$ cat src/rtl/bmh_pkg.sv
// shared types and status codes for the bounded max-heap
`timescale 1ns / 1ps
`default_nettype none
package bmh_pkg;

    typedef enum logic [2:0] {
        ST_IGNORED   = 3'd0,
        ST_UPDATED   = 3'd1,
        ST_INSERTED  = 3'd2,
        ST_REPLACED  = 3'd3,
        ST_DISCARDED = 3'd4,
        ST_EXTRACTED = 3'd5,
        ST_EMPTY     = 3'd6
    } status_t;

    typedef enum logic [0:0] {
        MODE_UPSERT  = 1'b0,
        MODE_EXTRACT = 1'b1
    } mode_t;

    localparam int unsigned ID_W    = 32;
    localparam int unsigned SCORE_W = 32;

    typedef struct packed {
        logic [ID_W-1:0]    id;
        logic [SCORE_W-1:0] score;
    } entry_t;

endpackage
`default_nettype wire

$ cat src/rtl/bounded_max_heap_upsert.sv
// bounded max-heap of (id, score) entries with upsert and extract
`timescale 1ns / 1ps
`default_nettype none
// The heap sits in one memory with one write port and a registered read port, so
// each entry visit of the id scan takes a read state and a compare state. An upsert
// scans all held entries for its id, then sifts up with a write and a compare state
// per level; a full-heap newcomer scans for the minimum as well and may sift down
// afterwards. An extract reads the last entry and sifts down, with read, left-child,
// right-child, write and swap states per level. One item is in work at a time, and
// the finished word waits in an output register, so s_axis_tready returns as soon
// as that register is free to be loaded again.
module bounded_max_heap_upsert
    import bmh_pkg::*;
#(
    parameter int unsigned CAPACITY = 16
) (
    input  wire logic         clk,
    input  wire logic         rst_n,
    input  wire logic         s_axis_tvalid,
    output logic              s_axis_tready,
    // mode[0], seed_id[32:1], score_increment[64:33], zero pad [71:65]
    input  wire logic [71:0]  s_axis_tdata,
    output logic              m_axis_tvalid,
    input  wire logic         m_axis_tready,
    // status[2:0], taken_valid[3], taken_id[35:4], taken_score[67:36],
    // best_valid[68], best_id[100:69], best_score[132:101], fill_count[137:133],
    // zero pad [143:138]
    output logic [143:0]      m_axis_tdata
);

    localparam int unsigned AW = (CAPACITY > 1) ? $clog2(CAPACITY) : 1;
    localparam int unsigned CW = $clog2(CAPACITY + 1);

    typedef enum logic [15:0] {
        S_IDLE   = 16'h0001,
        S_SRD    = 16'h0002,
        S_SCMP   = 16'h0004,
        S_MRD    = 16'h0008,
        S_MCMP   = 16'h0010,
        S_UPRD   = 16'h0020,
        S_UPCMP  = 16'h0040,
        S_UPWR   = 16'h0080,
        S_DNRD   = 16'h0100,
        S_DNL    = 16'h0200,
        S_DNR    = 16'h0400,
        S_DNWR   = 16'h0800,
        S_XLAST  = 16'h1000,
        S_XWAIT  = 16'h2000,
        S_ROOT   = 16'h4000,
        S_DONE   = 16'h8000
    } state_t;

    entry_t mem [CAPACITY];
    entry_t rd_data;
    logic            we;
    logic [AW-1:0]   waddr, raddr;
    entry_t          wdata;

    always_ff @(posedge clk)
    begin
        if (we)
            mem[waddr] <= wdata;
        rd_data <= mem[raddr];
    end

    state_t state_reg, state_next;
    logic [CW-1:0] count_reg, count_next;
    logic [CW-1:0] idx_reg, idx_next;       // scan index / current position
    logic [CW-1:0] aux_reg, aux_next;       // minimum position / best child
    entry_t cur_reg, cur_next;              // entry being moved
    entry_t oth_reg, oth_next;              // left child or best child
    logic [SCORE_W-1:0] min_reg, min_next;
    logic [ID_W-1:0] id_reg, id_next;
    logic [SCORE_W-1:0] inc_reg, inc_next;
    logic down_reg, down_next;              // sift down follows sift up
    status_t st_reg, st_next;
    entry_t taken_reg, taken_next;
    logic tv_reg, tv_next;
    logic ov_reg, ov_next;
    logic [143:0] od_reg, od_next;

    logic [CW:0] lc, rc;
    logic [CW-1:0] par;
    logic [SCORE_W:0] sum;

    always_comb
    begin
        lc  = {idx_reg, 1'b1};
        rc  = {idx_reg, 1'b0} + {{CW{1'b0}}, 1'b1} + {{CW{1'b0}}, 1'b1};
        par = (idx_reg - {{(CW-1){1'b0}}, 1'b1}) >> 1;
        sum = {1'b0, rd_data.score} + {1'b0, inc_reg};
    end

    always_comb
    begin
        state_next = state_reg;
        count_next = count_reg;
        idx_next   = idx_reg;
        aux_next   = aux_reg;
        cur_next   = cur_reg;
        oth_next   = oth_reg;
        min_next   = min_reg;
        id_next    = id_reg;
        inc_next   = inc_reg;
        down_next  = down_reg;
        st_next    = st_reg;
        taken_next = taken_reg;
        tv_next    = tv_reg;
        ov_next    = ov_reg;
        od_next    = od_reg;
        we    = 1'b0;
        waddr = idx_reg[AW-1:0];
        wdata = cur_reg;
        raddr = idx_reg[AW-1:0];
        s_axis_tready = 1'b0;
        if (ov_reg && m_axis_tready)
            ov_next = 1'b0;
        case (state_reg)
            S_IDLE:
            begin
                s_axis_tready = !ov_reg || m_axis_tready;
                if (s_axis_tvalid && s_axis_tready)
                begin
                    id_next    = s_axis_tdata[32:1];
                    inc_next   = s_axis_tdata[64:33];
                    idx_next   = '0;
                    tv_next    = 1'b0;
                    taken_next = '0;
                    down_next  = 1'b0;
                    if (s_axis_tdata[0] == MODE_EXTRACT)
                    begin
                        if (count_reg == '0)
                        begin
                            st_next    = ST_EMPTY;
                            state_next = S_DONE;
                        end
                        else
                        begin
                            st_next    = ST_EXTRACTED;
                            state_next = S_XLAST;
                        end
                    end
                    else if (s_axis_tdata[64:33] == '0 || s_axis_tdata[64])
                    begin
                        st_next    = ST_IGNORED;
                        state_next = S_ROOT;
                    end
                    else
                        state_next = (count_reg == '0) ? S_MRD : S_SRD;
                end
            end
            S_SRD:
                state_next = S_SCMP;
            S_SCMP:
            begin
                if (rd_data.id == id_reg)
                begin
                    cur_next.id    = rd_data.id;
                    cur_next.score = sum[SCORE_W] ? '1 : sum[SCORE_W-1:0];
                    st_next        = ST_UPDATED;
                    state_next     = S_UPWR;
                end
                else if (idx_reg + 1'b1 == count_reg)
                    state_next = S_MRD;
                else
                begin
                    idx_next   = idx_reg + 1'b1;
                    state_next = S_SRD;
                end
            end
            S_MRD:
            begin
                // new id: append or start minimum scan
                cur_next = '{id: id_reg, score: inc_reg};
                if (count_reg != CW'(CAPACITY))
                begin
                    idx_next   = count_reg;
                    count_next = count_reg + 1'b1;
                    st_next    = ST_INSERTED;
                    state_next = S_UPWR;
                end
                else
                begin
                    raddr      = '0;
                    idx_next   = '0;
                    aux_next   = '0;
                    min_next   = '1;
                    state_next = S_MCMP;
                end
            end
            S_MCMP:
            begin
                if (rd_data.score < min_reg || idx_reg == '0)
                begin
                    min_next = rd_data.score;
                    aux_next = idx_reg;
                end
                if (idx_reg + 1'b1 != count_reg)
                begin
                    idx_next = idx_reg + 1'b1;
                    raddr    = AW'(idx_reg + 1'b1);
                end
                else
                begin
                    if (rd_data.score < min_reg || idx_reg == '0)
                        idx_next = idx_reg;
                    else
                        idx_next = aux_reg;
                    if (inc_reg > ((rd_data.score < min_reg || idx_reg == '0)
                                   ? rd_data.score : min_reg))
                    begin
                        st_next    = ST_REPLACED;
                        down_next  = 1'b1;
                        state_next = S_UPWR;
                    end
                    else
                    begin
                        st_next    = ST_DISCARDED;
                        state_next = S_ROOT;
                    end
                end
            end
            S_UPWR:
            begin
                // cur sits at idx; write it, then look at the parent
                we       = 1'b1;
                aux_next = idx_reg;
                if (idx_reg == '0)
                    state_next = down_reg ? S_DNRD : S_ROOT;
                else
                begin
                    raddr      = par[AW-1:0];
                    state_next = S_UPCMP;
                end
            end
            S_UPCMP:
            begin
                if (cur_reg.score > rd_data.score)
                begin
                    // swap with parent
                    we       = 1'b1;
                    wdata    = rd_data;
                    idx_next = par;
                    state_next = S_UPWR;
                end
                else
                begin
                    idx_next   = aux_reg;
                    state_next = down_reg ? S_DNRD : S_ROOT;
                end
            end
            S_UPRD:
                state_next = S_UPCMP;
            S_XLAST:
            begin
                raddr      = '0;
                state_next = S_XWAIT;
            end
            S_XWAIT:
            begin
                tv_next    = 1'b1;
                taken_next = rd_data;
                count_next = count_reg - 1'b1;
                idx_next   = '0;
                raddr      = AW'(count_reg - 1'b1);
                state_next = S_DNWR;
                down_next  = 1'b1;
                // S_DNWR with down set writes the last entry into the root
                aux_next   = '1;
            end
            S_DNRD:
            begin
                // read the entry now at idx (replacement order keeps position)
                down_next  = 1'b0;
                state_next = S_DNL;
                if (lc >= {1'b0, count_reg})
                    state_next = S_ROOT;
                else
                    raddr = AW'(idx_reg);
            end
            S_DNL:
            begin
                cur_next = rd_data;
                raddr    = AW'(lc);
                state_next = S_DNR;
            end
            S_DNR:
            begin
                oth_next = rd_data;
                aux_next = CW'(lc);
                raddr    = AW'(rc);
                state_next = S_DNWR;
            end
            S_DNWR:
            begin
                if (down_reg)
                begin
                    // extract: move last entry into the root
                    down_next = 1'b0;
                    if (count_reg == '0)
                        state_next = S_ROOT;
                    else
                    begin
                        we       = 1'b1;
                        waddr    = '0;
                        wdata    = rd_data;
                        state_next = S_DNRD;
                    end
                end
                else
                begin
                    entry_t big;
                    logic [CW-1:0] bpos;
                    big  = cur_reg;
                    bpos = idx_reg;
                    if (oth_reg.score > big.score)
                    begin
                        big  = oth_reg;
                        bpos = aux_reg;
                    end
                    if (rc < {1'b0, count_reg} && rd_data.score > big.score)
                    begin
                        big  = rd_data;
                        bpos = CW'(rc);
                    end
                    if (bpos == idx_reg)
                        state_next = S_ROOT;
                    else
                    begin
                        we    = 1'b1;
                        wdata = big;
                        oth_next = big;
                        aux_next = bpos;
                        idx_next = bpos;
                        state_next = S_UPRD;
                        down_next  = 1'b1;
                    end
                end
            end
            S_ROOT:
            begin
                raddr      = '0;
                state_next = S_DONE;
            end
            S_DONE:
            begin
                // keep the root on the read port while the output is busy
                raddr = '0;
                if (!ov_reg || m_axis_tready)
                begin
                    od_next = '0;
                    od_next[2:0]     = st_reg;
                    od_next[3]       = tv_reg;
                    od_next[35:4]    = taken_reg.id;
                    od_next[67:36]   = taken_reg.score;
                    od_next[68]      = count_reg != '0;
                    od_next[100:69]  = (count_reg != '0) ? rd_data.id : '0;
                    od_next[132:101] = (count_reg != '0) ? rd_data.score : '0;
                    od_next[137:133] = 5'(count_reg);
                    ov_next    = 1'b1;
                    state_next = S_IDLE;
                end
            end
            default:
                state_next = S_IDLE;
        endcase
        // sift-down swap: after writing the child into the parent slot,
        // write the moving entry into the child slot (routed through S_UPRD)
        if (state_reg == S_UPRD && down_reg)
        begin
            we         = 1'b1;
            waddr      = idx_reg[AW-1:0];
            wdata      = cur_reg;
            down_next  = 1'b0;
            state_next = S_DNRD;
        end
    end

    always_ff @(posedge clk or negedge rst_n)
    begin
        if (!rst_n)
        begin
            state_reg <= S_IDLE;
            count_reg <= '0;
            ov_reg    <= 1'b0;
        end
        else
        begin
            state_reg <= state_next;
            count_reg <= count_next;
            ov_reg    <= ov_next;
        end
    end

    always_ff @(posedge clk)
    begin
        idx_reg   <= idx_next;
        aux_reg   <= aux_next;
        cur_reg   <= cur_next;
        oth_reg   <= oth_next;
        min_reg   <= min_next;
        id_reg    <= id_next;
        inc_reg   <= inc_next;
        down_reg  <= down_next;
        st_reg    <= st_next;
        taken_reg <= taken_next;
        tv_reg    <= tv_next;
        od_reg    <= od_next;
    end

    assign m_axis_tvalid = ov_reg;
    assign m_axis_tdata  = od_reg;

    a_fill_bound: assert property (@(posedge clk) disable iff (!rst_n)
        count_reg <= CW'(CAPACITY))
        else $error("fill count beyond capacity");
    a_onehot: assert property (@(posedge clk) disable iff (!rst_n)
        $onehot(state_reg))
        else $error("state register not one-hot");
    a_fill_out: assert property (@(posedge clk) disable iff (!rst_n)
        ov_reg |-> (m_axis_tdata[68] == (m_axis_tdata[137:133] != 5'd0)))
        else $error("best flag disagrees with fill count");
    a_one_busy: assert property (@(posedge clk) disable iff (!rst_n)
        (state_reg != S_IDLE) |-> !s_axis_tready)
        else $error("input taken while an item is in work");

endmodule
`default_nettype wire
$ cat config.mk
export PLATFORM = sky130hd
export DESIGN_NAME = bounded_max_heap_upsert
export DESIGN_NICKNAME = d
export VERILOG_FILES = /design/src/rtl/bmh_pkg.sv /design/src/rtl/bounded_max_heap_upsert.sv
export SDC_FILE = /design/constraint.sdc
export NUM_CORES = 2
export LEC_CHECK = 0
export BUFFER_PORTS_ARGS = -buffer_cell sky130_fd_sc_hd__buf_4
export CAP_MARGIN = 20
export CORE_MARGIN = 4
export CORE_UTILIZATION = 45
export DETAILED_ROUTE_END_ITERATION = 7
export PLACE_DENSITY = 0.66
export SLEW_MARGIN = 20
export SYNTH_ARGS = -nofsm -noshare
export SYNTH_HDL_FRONTEND = slang
export SYNTH_SLANG_ARGS = --single-unit
$ cat constraint.sdc
create_clock -name clk -period 18.04 [get_ports clk]
set_input_delay 1.804 -clock clk [delete_from_list [all_inputs] [get_ports clk]]
set_output_delay 1.804 -clock clk [all_outputs]
set_load 0.02 [all_outputs]
==> metrics.md <==
| Metric | Value |
|---|---|
| Reg power frac | 0.370 |
| Slowest cell on crit path | buf_4 |
| Initial antenna violation count | 9 |
| Cell Rows | 143 |
| Post-route cell area | 0.0783 mm2 |
| Final Slew Violations | 0 |
| Total track usage | 0.227 |
| Worst-path cell chain | inv_1 -> ha_1 -> nand4_1 -> or4_1 -> o21ai_0 -> a21oi_1 -> a21oi_4 -> buf_4 -> mux2i_1 -> ha_1 -> nand4_1 -> nor4_1 -> a21boi_0 -> o311ai_0 -> and3_1 -> nor2_4 -> o31a_1 -> or2_2 -> nand2_1 -> inv_2 -> o41ai_2 -> nor2_4 -> buf_4 |
| Footprint of the multi-input gates | 0.0217 mm2 |
| Arrival @ worst endpoint | 9.83 ns |
| Synthesized flop and latch total | 1551 |
| Die Y | 400 um |
| Total grt overflow | 0 |
| Setup slack, reg-to-reg | 8.61 ns |
| Worst Setup EP | mem[13][57] |
| Max clock buf depth | 3 |
| Net switching power | 4.98 mW |
| Io pins | 222 |
| Top reg by flops | mem |
| Main synth FF type | edfxtp_1 |
| Largest net degree at the start of global routing | 182 |
| Final Core Density | 0.514 |
| H-tree depth | 4 |
| RD Place Congestion | 0.924 |
| Clk Latency, worst-skew pair | 0.79 ns |
| Mapped Avg Cell Area | 14.0 um2 |
| Final-layout fill cell count | 12500 |
| CTS tree | built |
| FMAX | 106 MHz |
| Worst slew pin tran | 1.11 ns |
| Starting Density | 0.454 |
| Asr flop ratio synth | 0.0142 |
| Pint | 8.04 mW |
| Crit end category | register |
| Max FFs per register | 1024 |
| Min-delay worst type | reg2reg |
| Sequential share of the synthesized area | 0.663 |
| Yosys top cell area share | 0.636 |
| CTS root buf | clkbuf_16 |
| Max FO, Critical Path | 46 |
| Clock Skew | 0.0254 ns |
| Reg2reg end | mem[13][57] |
| Setup TNS | 0 ns |
| Commonest non-fill, non-tap cell in the layout | edfxtp_1 |
| PD cells | 166 mW/mm2 |
| Comb pwr share | 0.381 |
| Worst reg2reg path depth | 23 |
| CTS Hold Bufs | 0 |
| Final worst slack | 8.61 ns |
| Core footprint | 0.152 mm2 |
| # Post-CTS Setup Buffers | 0 |
| Mapped cell area | 0.0691 mm2 |
| DR DRC count | 0 |
| Ys Warns | 0 |
| I/O Buffers | 208 |
| Synthesized instance count | 4951 |
| WP depth | 23 |
| CTS Sinks | 1551 |
| Pre-CTS setup slack | 8.71 ns |
| TritonRoute pass-1 iters | 6 |
| Max-Slew Margin vs Limit | 0.262 |
| Post-route minimum period | 9.43 ns |
| Detailed Route WL | 186 mm |
| Crit start category | register |
| Nets | 5416 |
| Distinct cell type count after synthesis | 97 |
| Commonest non-fill, non-tap cells in the layout | edfxtp_1, nand2_1, mux2i_1 |
| Reg2reg start | cur_reg[30] |
| Worst-path clk slew | 0.06 ns |
| Layout cells sized above 1 | 0.142 |
| Post_cts resized | 0 |
| Static Leak | 28.0 nW |
| Post-route antenna net violation count | 0 |
| Die ar. | 0.160 mm2 |
| Area grow syn2layout | 13.3% |
| Vias in the first global route | 41900 |
| Peak VDD IR | 0.163 mV |
| Drt wl/cell | 25.4 um |
| Sw Share | 0.382 |
| Largest area contributor in the synthesized netlist | edfxtp_1 |
| Final Cycle Share | 0.523 |
| Die X-Extent | 400 um |
| Critical Path Start | cur_reg[30] |
| Reg area | 0.0458 mm2 |
| Maxcap violations | 0 |
| Largest stage delay, worst path | 0.82 ns |
| Post-synth EDFFs | 1464 |
| Fin. Hold Viols | 0 |
| Clock Power Share | 0.249 |
| Largest delay share family, worst path | simple AND/OR/NAND/NOR gates |
| RSZ-0062 raised after global routing | false |
| Via count | 44000 |
| Buf/Inv on CP | 4 |
| Placed Area | 0.0731 mm2 |
| Worst EP required | 18.44 ns |
| First-pass GRT wire length | 273 mm |
| CTS buffer count | 157 |
| Synth top area cells | edfxtp_1, mux2i_1, ha_1, nand2_1, a21oi_1 |
| Critical path class | reg2reg |
| HPWL after DPL | 111 mm |
| Iter 0 DRT Violations | 5081 |
| Drt via density | 6.03 |
| Endpoints failing setup | 0 |
| Run status | finished, final reports clean |
-- cell type report --
cell class / instances / share of cell area
antenna: 2 / 0.0000639
clock buffer: 230 / 0.0560
clock inverter: 63 / 0.0101
inverter: 129 / 0.00620
multi-input combinational: 2969 / 0.278
sequential: 1551 / 0.585
tap: 2030 / 0.0325
timing repair buffer: 328 / 0.0320
-- per-layer routing --
| layer | vias up | part of all wire | track usage |
|---|---|---|---|
| li1 | 19600 | - | - |
| met1 | 22200 | 0.43 | 0.330 |
| met2 | 1932 | 0.46 | 0.355 |
| met3 | 267 | 0.087 | 0.0368 |
| met4 | 2 | 0.023 | 0.0651 |
| met5 | - | 0.000070 | 0 |
-- worst register-to-register path, cell delays in order (launching register included) --
cell and delay, ns:
edfxtp_1 0.43, inv_1 0.09, ha_1 0.31, nand4_1 0.19, or4_1 0.63, o21ai_0 0.19, a21oi_1 0.10, a21oi_4 0.66
buf_4 0.79, mux2i_1 0.26, ha_1 0.36, nand4_1 0.17, nor4_1 0.49, a21boi_0 0.28, o311ai_0 0.16, and3_1 0.36
nor2_4 0.17, o31a_1 0.29, or2_2 0.18, nand2_1 0.21, inv_2 0.66, o41ai_2 0.38, nor2_4 0.82, buf_4 0.85
-- cells by family after synthesis --
logic type | share of synthesized area
adders and majority gates | 0.0370
and+or+nand+nor | 0.0705
other | 0.0000543
AOI/OAI and AO/OA | 0.122
DFF | 0.663
muxes | 0.0705
xor gates and xnor gates | 0.0100
buffers and inverters | 0.0272
-- worst min-delay path by stage --
stage          slack [ns]  cells after the start           from                to
6_report             0.42                      0  taken_reg[33]   m_axis_tdata[5]
5_1_grt              0.42                      0   taken_reg[6]  m_axis_tdata[42]
4_1_cts              0.41                      0  taken_reg[51]  m_axis_tdata[23]
3_5_place_dp         0.40                      0   taken_reg[6]  m_axis_tdata[42]
3_3_place_gp         0.40                      0  taken_reg[19]  m_axis_tdata[55]
2_1_floorplan        0.40                      0      st_reg[0]   m_axis_tdata[0]
-- metrics by stage --
step | instances | hold slack [ns] | power, mW
6_report | 7302 | 0.415 | 13.0
5_1_grt | 7301 | 0.420 | 13.7
4_1_cts | 7299 | 0.413 | 13.0
3_5_place_dp | 7006 | 0.405 | 9.75
3_3_place_gp | 7004 | 0.400 | 9.69
2_1_floorplan | 4956 | 0.400 | 8.16
-- power groups by stage --
stage,Sequential [mW],Combinational (mW),Clock [mW]
CTS,4.81,4.91,3.29
finish,4.82,4.97,3.24
global route,4.85,5.37,3.45
detailed placement,4.88,4.87,0
global placement,4.87,4.81,0
floorplan,4.75,3.41,0
-- cells in the mapped netlist, types with 26 or more instances --
| cell | number |
|---|---|
| buf_2 | 90 |
| a221oi_1 | 141 |
| buf_4 | 26 |
| a21oi_1 | 351 |
| mux2i_1 | 416 |
| a22oi_1 | 119 |
| a32oi_1 | 32 |
| edfxtp_1 | 1464 |
| nand2_1 | 546 |
| nor2_1 | 186 |
| clkbuf_1 | 163 |
| a2111o_1 | 63 |
| and2_1 | 71 |
| a221oi_2 | 60 |
| dfxtp_1 | 65 |
| nand4_1 | 46 |
| o311a_1 | 33 |
| mux2_2 | 63 |
| ha_1 | 203 |
| xnor2_1 | 63 |
| nand3_1 | 62 |
| inv_1 | 124 |
| o21ai_0 | 140 |
| a21o_1 | 63 |
Note: power is estimated with default switching activity, not from simulation.
